<file path="config.mk">
export PLATFORM = sky130hd
export DESIGN_NAME = hpack_static_table_match
export DESIGN_NICKNAME = d
export VERILOG_FILES = /design/src/rtl/hstm_pkg.sv /design/src/rtl/hstm_cell.sv /design/src/rtl/hpack_static_table_match.sv
export SDC_FILE = /design/constraint.sdc
export NUM_CORES = 2
export LEC_CHECK = 0
export BUFFER_PORTS_ARGS = -buffer_cell sky130_fd_sc_hd__buf_2
export CAP_MARGIN = 20
export CORE_ASPECT_RATIO = 0.75
export CORE_MARGIN = 4
export CORE_UTILIZATION = 41
export CTS_CLUSTER_SIZE = 8
export DETAILED_ROUTE_END_ITERATION = 8
export GPL_ROUTABILITY_DRIVEN = 0
export GPL_TIMING_DRIVEN = 0
export PLACE_DENSITY_LB_ADDON = 0.1
export SYNTH_ARGS = -nofsm -noshare
export SYNTH_HDL_FRONTEND = slang
export SYNTH_SLANG_ARGS = --single-unit
</file>
<file path="constraint.sdc">
create_clock -name i_clk -period 93.3 [get_ports i_clk]
set_input_delay 4.665 -clock i_clk [delete_from_list [all_inputs] [get_ports i_clk]]
set_output_delay 4.665 -clock i_clk [all_outputs]
set_load 0.02 [all_outputs]
</file>
<file path="src/rtl/hstm_pkg.sv">
// ----------------------------------------------------------------------------
// hstm_pkg : static header table constants and chain token type
// Holds the 61 static table rows (name and value strings and lengths) and
// the token that travels down the row of compare cells.
// ----------------------------------------------------------------------------
`default_nettype none

package hstm_pkg;

    localparam int ENTRY_COUNT   = 61;
    localparam int NAME_BYTES    = 32;
    localparam int VALUE_BYTES   = 16;
    localparam int NPOS_W        = $clog2(NAME_BYTES);
    localparam int VPOS_W        = $clog2(VALUE_BYTES);
    localparam int INDEX_W       = 6;

    localparam logic [NPOS_W-1:0] NAME_POS_MAX  = NPOS_W'(NAME_BYTES - 1);
    localparam logic [VPOS_W-1:0] VALUE_POS_MAX = VPOS_W'(VALUE_BYTES - 1);

    // command codes carried in the first tuser bit
    localparam logic CMD_NAME_ONLY  = 1'b0;
    localparam logic CMD_NAME_VALUE = 1'b1;

    typedef logic [8*NAME_BYTES-1:0]  t_name_str;
    typedef logic [8*VALUE_BYTES-1:0] t_value_str;

    // strings are right-justified; the cells left-justify them by length
    localparam t_name_str NAME_STR [ENTRY_COUNT] = '{
        ":authority", ":method", ":method", ":path", ":path",
        ":scheme", ":scheme", ":status", ":status", ":status",
        ":status", ":status", ":status", ":status", "accept-charset",
        "accept-encoding", "accept-language", "accept-ranges", "accept",
        "access-control-allow-origin", "age", "allow", "authorization",
        "cache-control", "content-disposition", "content-encoding",
        "content-language", "content-length", "content-location",
        "content-range", "content-type", "cookie", "date", "etag", "expect",
        "expires", "from", "host", "if-match", "if-modified-since",
        "if-none-match", "if-range", "if-unmodified-since", "last-modified",
        "link", "location", "max-forwards", "proxy-authenticate",
        "proxy-authorization", "range", "referer", "refresh", "retry-after",
        "server", "set-cookie", "strict-transport-security",
        "transfer-encoding", "user-agent", "vary", "via", "www-authenticate"
    };

    localparam logic [NPOS_W-1:0] ROW_NAME_SIZE [ENTRY_COUNT] = '{
        5'd10, 5'd7,  5'd7,  5'd5,  5'd5,  5'd7,  5'd7,  5'd7,  5'd7,  5'd7,
        5'd7,  5'd7,  5'd7,  5'd7,  5'd14, 5'd15, 5'd15, 5'd13, 5'd6,  5'd27,
        5'd3,  5'd5,  5'd13, 5'd13, 5'd19, 5'd16, 5'd16, 5'd14, 5'd16, 5'd13,
        5'd12, 5'd6,  5'd4,  5'd4,  5'd6,  5'd7,  5'd4,  5'd4,  5'd8,  5'd17,
        5'd13, 5'd8,  5'd19, 5'd13, 5'd4,  5'd8,  5'd12, 5'd18, 5'd19, 5'd5,
        5'd7,  5'd7,  5'd11, 5'd6,  5'd10, 5'd25, 5'd17, 5'd10, 5'd4,  5'd3,
        5'd16
    };

    localparam t_value_str VALUE_STR [ENTRY_COUNT] = '{
        1: "GET", 2: "POST", 3: "/", 4: "/index.html", 5: "http", 6: "https",
        7: "200", 8: "204", 9: "206", 10: "304", 11: "400", 12: "404",
        13: "500", 15: "gzip, deflate", default: '0
    };

    localparam logic [VPOS_W-1:0] ROW_VALUE_SIZE [ENTRY_COUNT] = '{
        1: 4'd3, 2: 4'd4, 3: 4'd1, 4: 4'd11, 5: 4'd4, 6: 4'd5,
        7: 4'd3, 8: 4'd3, 9: 4'd3, 10: 4'd3, 11: 4'd3, 12: 4'd3, 13: 4'd3,
        15: 4'd13, default: 4'd0
    };

    // one octet moving down the cell row, with its positions and the
    // partial lookup result gathered so far
    typedef struct packed {
        logic               valid;
        logic               last;
        logic               cmd;
        logic               value_part;
        logic [7:0]         data;
        logic [NPOS_W-1:0]  cmp_pos;
        logic [NPOS_W-1:0]  fin_npos;
        logic [VPOS_W-1:0]  fin_vpos;
        logic               found;
        logic [INDEX_W-1:0] index;
    } t_token;

endpackage

`default_nettype wire

</file>
<file path="src/rtl/hstm_cell.sv">
// ----------------------------------------------------------------------------
// hstm_cell : compare cell for one static table row
// Keeps the name and value match bits of one row, updates them when a token
// passes and, on a last token, folds this row into the running result.
// ----------------------------------------------------------------------------
`default_nettype none

module hstm_cell #(
    parameter int P_ENTRY = 0
) (
    input  wire                  i_clk,
    input  wire                  i_rst_n,
    input  wire                  i_adv,
    input  hstm_pkg::t_token     i_tok,
    output hstm_pkg::t_token     o_tok
);
    import hstm_pkg::*;

    localparam logic [NPOS_W-1:0]  NLEN = ROW_NAME_SIZE[P_ENTRY];
    localparam logic [VPOS_W-1:0]  VLEN = ROW_VALUE_SIZE[P_ENTRY];
    localparam t_name_str  NM = NAME_STR[P_ENTRY]  << (8 * (NAME_BYTES  - int'(NLEN)));
    localparam t_value_str VL = VALUE_STR[P_ENTRY] << (8 * (VALUE_BYTES - int'(VLEN)));
    localparam logic [INDEX_W-1:0] MY_INDEX = INDEX_W'(P_ENTRY + 1);

    logic               r_nm;
    logic               r_vm;
    logic               n_nm;
    logic               n_vm;
    t_token             r_tok;
    logic               r_tok_valid;
    t_token             n_tok;
    logic [VPOS_W-1:0]  vpos;
    logic [7:0]         nm_char;
    logic [7:0]         vl_char;
    logic               hit;
    logic               row_ok;

    // select the stored octet at the token position (inverted pos = reverse index)
    assign vpos    = i_tok.cmp_pos[VPOS_W-1:0];
    assign nm_char = NM[{~i_tok.cmp_pos, 3'b000} +: 8];
    assign vl_char = VL[{~vpos, 3'b000} +: 8];

    always_comb begin
        if (i_tok.value_part) begin
            hit = (vpos < VLEN) && (vl_char == i_tok.data);
        end else begin
            hit = (i_tok.cmp_pos < NLEN) && (nm_char == i_tok.data);
        end
    end

    // match bits after this octet
    always_comb begin
        n_nm = r_nm;
        n_vm = r_vm;
        if (i_tok.value_part) begin
            n_vm = r_vm & hit;
        end else begin
            n_nm = r_nm & hit;
        end
    end

    // full row check at the end of the field
    always_comb begin
        row_ok = n_nm && (i_tok.fin_npos == NLEN);
        if (i_tok.cmd == CMD_NAME_VALUE) begin
            row_ok = row_ok && n_vm && (i_tok.fin_vpos == VLEN);
        end
    end

    // token handed to the next cell
    always_comb begin
        n_tok = i_tok;
        if (i_tok.last && !i_tok.found && row_ok) begin
            n_tok.found = 1'b1;
            n_tok.index = MY_INDEX;
        end
    end

    // match state, back to all ones after a last token
    always_ff @(posedge i_clk) begin
        if (!i_rst_n) begin
            r_nm <= 1'b1;
            r_vm <= 1'b1;
        end else if (i_adv && i_tok.valid) begin
            if (i_tok.last) begin
                r_nm <= 1'b1;
                r_vm <= 1'b1;
            end else begin
                r_nm <= n_nm;
                r_vm <= n_vm;
            end
        end
    end

    // token stage
    always_ff @(posedge i_clk) begin
        if (!i_rst_n) begin
            r_tok_valid <= 1'b0;
        end else if (i_adv) begin
            r_tok_valid <= i_tok.valid;
        end
    end

    always_ff @(posedge i_clk) begin
        if (i_adv) begin
            r_tok <= n_tok;
        end
    end

    always_comb begin
        o_tok       = r_tok;
        o_tok.valid = r_tok_valid;
    end

endmodule

`default_nettype wire

</file>
<file path="src/rtl/hpack_static_table_match.sv">
// Path of a result: the last octet enters the first of 61 compare cells at its
// accepting edge, then passes 60 more cell stages and the output register,
// which then offers the result transfer.
// Throughput: one octet per cycle; the row of cells advances as a whole and
// stalls only when a result reaches its end while the output register is full
// and not being read.
// Reset: synchronous active-low i_rst_n empties the cell row and output register,
// clears both position counters and sets every match bit.
// ----------------------------------------------------------------------------
// hpack_static_table_match : static header table lookup
// Octets of a header name and value stream in; the index of the matching
// static table row (or zero) streams out after the octet marked tlast.
// ----------------------------------------------------------------------------
`default_nettype none

module hpack_static_table_match (
    input  wire        i_clk,
    input  wire        i_rst_n,
    input  wire        i_s_axis_tvalid,
    output logic       o_s_axis_tready,
    input  wire  [7:0] i_s_axis_tdata,   // [7:0] data_byte
    input  wire  [1:0] i_s_axis_tuser,   // [0] command, [1] in_value_part
    input  wire        i_s_axis_tlast,   // last_item
    output logic       o_m_axis_tvalid,
    input  wire        i_m_axis_tready,
    output logic [7:0] o_m_axis_tdata    // [5:0] table_index, [7:6] zero
);
    import hstm_pkg::*;

    logic [NPOS_W-1:0]  r_name_pos;
    logic [VPOS_W-1:0]  r_val_pos;
    logic [NPOS_W-1:0]  name_inc;
    logic [VPOS_W-1:0]  val_inc;
    logic               adv;
    logic               accept;
    t_token             head_tok;
    t_token             chain [ENTRY_COUNT+1];
    t_token             end_tok;
    logic               r_out_valid;
    logic [INDEX_W-1:0] r_out_index;

    // stall only when a result reaches the end and cannot be stored
    assign end_tok         = chain[ENTRY_COUNT];
    assign adv             = !(end_tok.valid && end_tok.last && r_out_valid
                               && !i_m_axis_tready);
    assign o_s_axis_tready = adv;
    assign accept          = i_s_axis_tvalid && adv;

    // saturating position increments
    assign name_inc = (r_name_pos == NAME_POS_MAX) ? r_name_pos : r_name_pos + 1'b1;
    assign val_inc  = (r_val_pos == VALUE_POS_MAX) ? r_val_pos : r_val_pos + 1'b1;

    // token entering the first cell
    always_comb begin
        head_tok.valid      = i_s_axis_tvalid;
        head_tok.last       = i_s_axis_tlast;
        head_tok.cmd        = i_s_axis_tuser[0];
        head_tok.value_part = i_s_axis_tuser[1];
        head_tok.data       = i_s_axis_tdata;
        head_tok.found      = 1'b0;
        head_tok.index      = '0;
        if (i_s_axis_tuser[1]) begin
            head_tok.cmp_pos  = NPOS_W'(r_val_pos);
            head_tok.fin_npos = r_name_pos;
            head_tok.fin_vpos = val_inc;
        end else begin
            head_tok.cmp_pos  = r_name_pos;
            head_tok.fin_npos = name_inc;
            head_tok.fin_vpos = r_val_pos;
        end
    end

    assign chain[0] = head_tok;

    // position counters
    always_ff @(posedge i_clk) begin
        if (!i_rst_n) begin
            r_name_pos <= '0;
            r_val_pos  <= '0;
        end else if (accept) begin
            if (i_s_axis_tlast) begin
                r_name_pos <= '0;
                r_val_pos  <= '0;
            end else if (i_s_axis_tuser[1]) begin
                r_val_pos <= val_inc;
            end else begin
                r_name_pos <= name_inc;
            end
        end
    end

    // one compare cell per table row
    for (genvar g = 0; g < ENTRY_COUNT; g++) begin : g_cell
        hstm_cell #(
            .P_ENTRY (g)
        ) u_cell (
            .i_clk   (i_clk),
            .i_rst_n (i_rst_n),
            .i_adv   (adv),
            .i_tok   (chain[g]),
            .o_tok   (chain[g+1])
        );
    end

    // output register
    always_ff @(posedge i_clk) begin
        if (!i_rst_n) begin
            r_out_valid <= 1'b0;
        end else if (adv && end_tok.valid && end_tok.last) begin
            r_out_valid <= 1'b1;
        end else if (i_m_axis_tready) begin
            r_out_valid <= 1'b0;
        end
    end

    always_ff @(posedge i_clk) begin
        if (adv && end_tok.valid && end_tok.last) begin
            r_out_index <= end_tok.found ? end_tok.index : '0;
        end
    end

    assign o_m_axis_tvalid = r_out_valid;
    assign o_m_axis_tdata  = {2'b00, r_out_index};

    // a result never names a row beyond the table
    a_index_range: assert property (@(posedge i_clk) disable iff (!i_rst_n)
        r_out_valid |-> (r_out_index <= INDEX_W'(ENTRY_COUNT)))
        else $error("result index beyond table");

    // counters restart after the end of a field
    a_pos_restart: assert property (@(posedge i_clk) disable iff (!i_rst_n)
        (accept && i_s_axis_tlast) |=> (r_name_pos == '0 && r_val_pos == '0))
        else $error("position counters not cleared after last octet");

    // the row stalls only while a result is held
    a_stall_cause: assert property (@(posedge i_clk) disable iff (!i_rst_n)
        !adv |-> (r_out_valid && end_tok.valid && end_tok.last))
        else $error("cell row stalled without a pending result");

    // a stalled end token with a result stays in place
    a_stall_hold: assert property (@(posedge i_clk) disable iff (!i_rst_n)
        !adv |=> (end_tok.valid && end_tok.last))
        else $error("end token lost during stall");

endmodule

`default_nettype wire

</file>
After elaboration in Yosys (flattened, before gate mapping)
Cells that the tools add are included.
- flip-flop bits (word level): 2127
- input port bits: 15
- add/subtract/negate cells: 2
- magnitude comparators: 122
- eq/ne operators: 200
- shift operators: 122
- multiplexer cells: 376
- bitwise gates (word level): 244
- reduce and logical (&&, ||, !) cells: 605
- operators by type and width (kind ; count):
    indexed part select 256 x 9 -> 8 bit (first input constant) ; 61
    indexed part select 128 x 8 -> 8 bit (first input constant) ; 61
    equality test 8 bit ; 122
    logical AND 1 bit ; 492
    2-to-1 mux 1 bit ; 368
    inverter 5 bit ; 61
    inverter 4 bit ; 61
    < comparator 4 x 1 -> 1 bit (second input constant) ; 48
    logical NOT 4 bit ; 47
    equality test 5 x 3 -> 1 bit (second input constant) ; 28
    < comparator 5 x 3 -> 1 bit (second input constant) ; 28
    bitwise AND 1 bit ; 122
    equality test 5 x 4 -> 1 bit (second input constant) ; 19
    < comparator 5 x 4 -> 1 bit (second input constant) ; 19
    equality test 5 bit (second input constant) ; 13
    logical NOT 1 bit ; 62
    < comparator 5 bit (second input constant) ; 12
    equality test 4 x 2 -> 1 bit (second input constant) ; 8
    < comparator 4 x 2 -> 1 bit (second input constant) ; 8
    2-to-1 mux 5 bit ; 3
    2-to-1 mux 14 bit ; 1
    equality test 4 x 3 -> 1 bit (second input constant) ; 3
    equality test 4 bit (second input constant) ; 3
    < comparator 4 x 3 -> 1 bit (second input constant) ; 3
    other kinds (11) ; 18

Longest topological paths before layout
- depth after elaboration: 16
- depth in mapped cells: 13
- mapped depth without buffers: 10

Worst setup path after synthesis
Ideal clock, no wire load.
- kind: input port to output port
- from: input i_m_axis_tready
- to: output o_s_axis_tready
- arrival time: 55.939 ns
- setup slack: 32.696 ns
- cell stages on the path: 6
- path buffers: 3
- cells stage by stage: nand2b_1 nor2_1 inv_1 clkbuf_1 clkbuf_1 buf_1
- longest elaborated chain between the ends: 3
- ends and longest elaborated chain (element ; RTL line ; RTL):
    start, declared ; hpack_static_table_match.sv:25 ; input wire i_m_axis_tready,
    logical NOT 1 bit ; hpack_static_table_match.sv:45 ; && !i_m_axis_tready);
    logical AND 1 bit ; hpack_static_table_match.sv:45 ;
    logical NOT 1 bit ; hpack_static_table_match.sv:44 ; assign adv = !(end_tok.valid && end_tok.last && r_out_valid
    end, declared ; hpack_static_table_match.sv:20 ; output logic o_s_axis_tready,
No other way between the ends.

Final worst setup path
Ends and elaborated chain as after synthesis.

==> results.yml <==
clocking:
  cts-root-buf: "clkbuf_16"
  postCtsSetupRepairBufs: 0
  post_cts_resized: 0
  clk_latency_ns: 0.82
  cts_max_path_buffers: 4
  clk_pin_slew_ns: 0.05
  cts_tree: "yes"
  cts_sinks: 2069
  h-tree-depth: 5
  cts_buffers: 300
  ctsHoldBuffers: 0
synth:
  yosysTopAreaCell: "edfxtp_1"
  syn_area_sq_um: 85300
  synth_enable_flop_cells: 1876
  synth.avg_cell_area_sq_um: 14.4
  ys_seq_area_frac: 0.705
  synth_top_area_share: 0.660
  yosys_warnings: 0
  synthTopCellsByArea: "edfxtp_1 (66%), dfxtp_1 (4.5%), ha_1 (3.5%)"
  synthCells: 5907
  ys_ff_latch: 2069
  synthFlopType: "edfxtp_1"
  yosysUniqueCellTypes: 89
  async_flop_share: 0
hold_path:
  min_path_cells: 0
  hold_path.class: "flop to flop"
final_layout:
  mostFrequentLayoutCell: "edfxtp_1"
  layout_common_cells: "edfxtp_1 (1876), nand2_1 (395), clkbuf_16 (304), clkbuf_1 (282), ha_1 (240)"
  fin_util: 0.478
  drive_above_1_share: 0.0996
  area_delta_synth_final_pct: 15.6
  fin_nets: 6558
route:
  drt_wl_total_um: 189000
  antenna_left: 0
  drc: 0
  post_drt_wl_per_cell_um: 20.4
  vias: 49100
  vias_per_cell: 5.31
  drt_iter0_markers: 4356
  drt_pass1_iterations: 6
place:
  post-place-ws_ns: 79.71
  place.port_buffers: 21
  hpwlAfterDp_um: 129000
timing:
  tns_ns: 0
  fmax_mhz: 74.2
  fin_crit_ns: 13.48
  post-route-period-util: 0.144
  fin_skew_ns: 0.0513
  slew-limit-headroom: 0.198
  rsz0062_at_grt: "no"
  hold_viol: 0
  worst-slew-pin-transition_ns: 1.20
  worst_slack_ns: 79.82
  finalSetupViolCount: 0
  drv_slew: 0
  fin_hold_ws_ns: 0.424
global_route:
  gr-usage-all-layers: 0.172
  grt_pass1_vias: 47800
  grt_first_pass_wirelength_um: 292000
  antenna_found_initial: 4
  grt_max_degree: 45
  grt_overflow_total: 0
floorplan:
  rows: 144
  die_w_um: 535
  die_area_sq_um: 216000
  die_y_um: 403
  ioPinCount: 25
  coreArea_sq_um: 206000
  initial_utilization: 0.414
critical_path:
  cp-end-kind: "output port"
  reg2regPathDepth: 16
  cp.arrival_ns: 8.81
  critPathRequiredTime_ns: 88.64
  start_kind: "input pin"
  critPathKind: "input pin to output port"
  cp_max_fo: 42
power_and_ir_drop:
  power_leakage_nw: 38.2
  seqPwrFrac: 0.507
  switchingPower_w: 0.000422
  clkPwrFrac: 0.475
  p_int_w: 0.00164
  combPwrFrac: 0.018
  powerDensity_nw_per_um2: 20.9
  sw_frac_of_total: 0.205
  peakVddDrop_uv: 11.4
flow_run:
  cap_violations: 0
run_status:
  status: "completed"
worst paths after layout:
| path | slack, ns | endpoint | from |
|---|---|---|---|
| max | 79.82 | o_s_axis_tready | i_m_axis_tready |
| min reg2reg | 0.42 | g_cell[23].u_cell.o_tok[8] | g_cell[22].u_cell.o_tok[8] |
| max reg2reg | 87.49 | g_cell[49].u_cell.o_tok[26] | g_cell[60].u_cell.o_tok[31] |
| min | 0.42 | g_cell[23].u_cell.o_tok[8] | g_cell[22].u_cell.o_tok[8] |
power groups by stage:
| stage | clock [W] | sequential [W] | combinational, W |
|---|---|---|---|
| finish | 0.000981 | 0.00105 | 0.0000374 |
| global route | 0.00105 | 0.00105 | 0.0000417 |
| CTS | 0.00101 | 0.00105 | 0.0000375 |
| detailed placement | 0 | 0.00106 | 0.0000373 |
| global placement | 0 | 0.00106 | 0.0000365 |
| floorplan | 0 | 0.00105 | 0.0000273 |
cell usage after synthesis, types with 42 or more instances:
cell,count
nand2b_1,202
nor3_1,92
nand4_1,50
inv_1,206
nand4b_1,42
and2_1,92
edfxtp_1,1876
or2_2,129
xnor2_1,128
nand3_1,220
clkbuf_1,127
nand3b_1,81
a211oi_1,55
ha_1,240
xor2_1,101
nor2b_1,148
mux2i_1,86
nor4bb_1,63
a31oi_1,55
nor4_1,85
nand2_1,395
dfxtp_1,193
nor2_1,186
a21oi_1,203
o21ai_0,210
metrics by stage:
| stage | cells | power [W] | area (sq um) |
|---|---|---|---|
| final | 9261 | 0.00206 | 98600 |
| after global routing | 9258 | 0.00214 | 98600 |
| after CTS | 9255 | 0.00209 | 98600 |
| after detailed placement | 8772 | 0.00110 | 90200 |
| after global placement | 8703 | 0.00110 | 88900 |
| after floorplan | 5908 | 0.00108 | 85300 |
critical path, stage by stage:
cell      delay [ns]
buf_2           0.10
nand2b_1        0.14
nor2_1          0.19
inv_1           0.12
clkbuf_1        0.42
buf_8           0.24
clkbuf_2        0.56
buf_2           0.65
buf_12          0.32
buf_12          0.26
buf_12          0.27
buf_12          0.25
buf_12          0.26
buf_2           0.21
state kept, by name, indices dropped and copies added (netlist names):
| signal | count |
|---|---|
| r_out_index | 6 |
| g_cell.u_cell.r_nm | 61 |
| o_m_axis_tvalid | 1 |
| r_val_pos | 4 |
| g_cell.u_cell.r_tok_valid | 61 |
| g_cell.u_cell.o_tok | 1870 |
| g_cell.u_cell.r_vm | 61 |
| r_name_pos | 5 |
metal layers:
metal  GRT usage  part of all wire  vias to the layer above
met5           0                 0                        -
met1       0.274              0.51                    24300
li1            -                 -                    23300
met2       0.243              0.42                     1179
met3      0.0264             0.051                      308
met4      0.0454             0.023                        0
layout make-up:
class / instances / area (sq um)
Antenna cell: 3 / 7.51
Buffer: 151 / 616
Clock buffer: 469 / 8230
Clock inverter: 14 / 169
Fill cell: 18000 / 107000
Inverter: 207 / 777
Multi-Input combinational cell: 3481 / 23800
Sequential cell: 2069 / 60200
Tap cell: 2774 / 3470
Timing Repair Buffer: 93 / 1390
logic make-up (layout without fill, tap and decap cells):
logic type      count (synthesis)  in the layout  synth area share
flops                        2069           2069             0.705
other cells                     1              5         0.0000439
xor+xnor                      229            229            0.0235
compound gates                923            923            0.0719
simple gates                 1963           1963             0.132
fa+ha+maj                     242            242            0.0354
buf+inv                       358            934            0.0161
mux                           122            122            0.0158
Note: power is estimated with default switching activity, not from simulation.
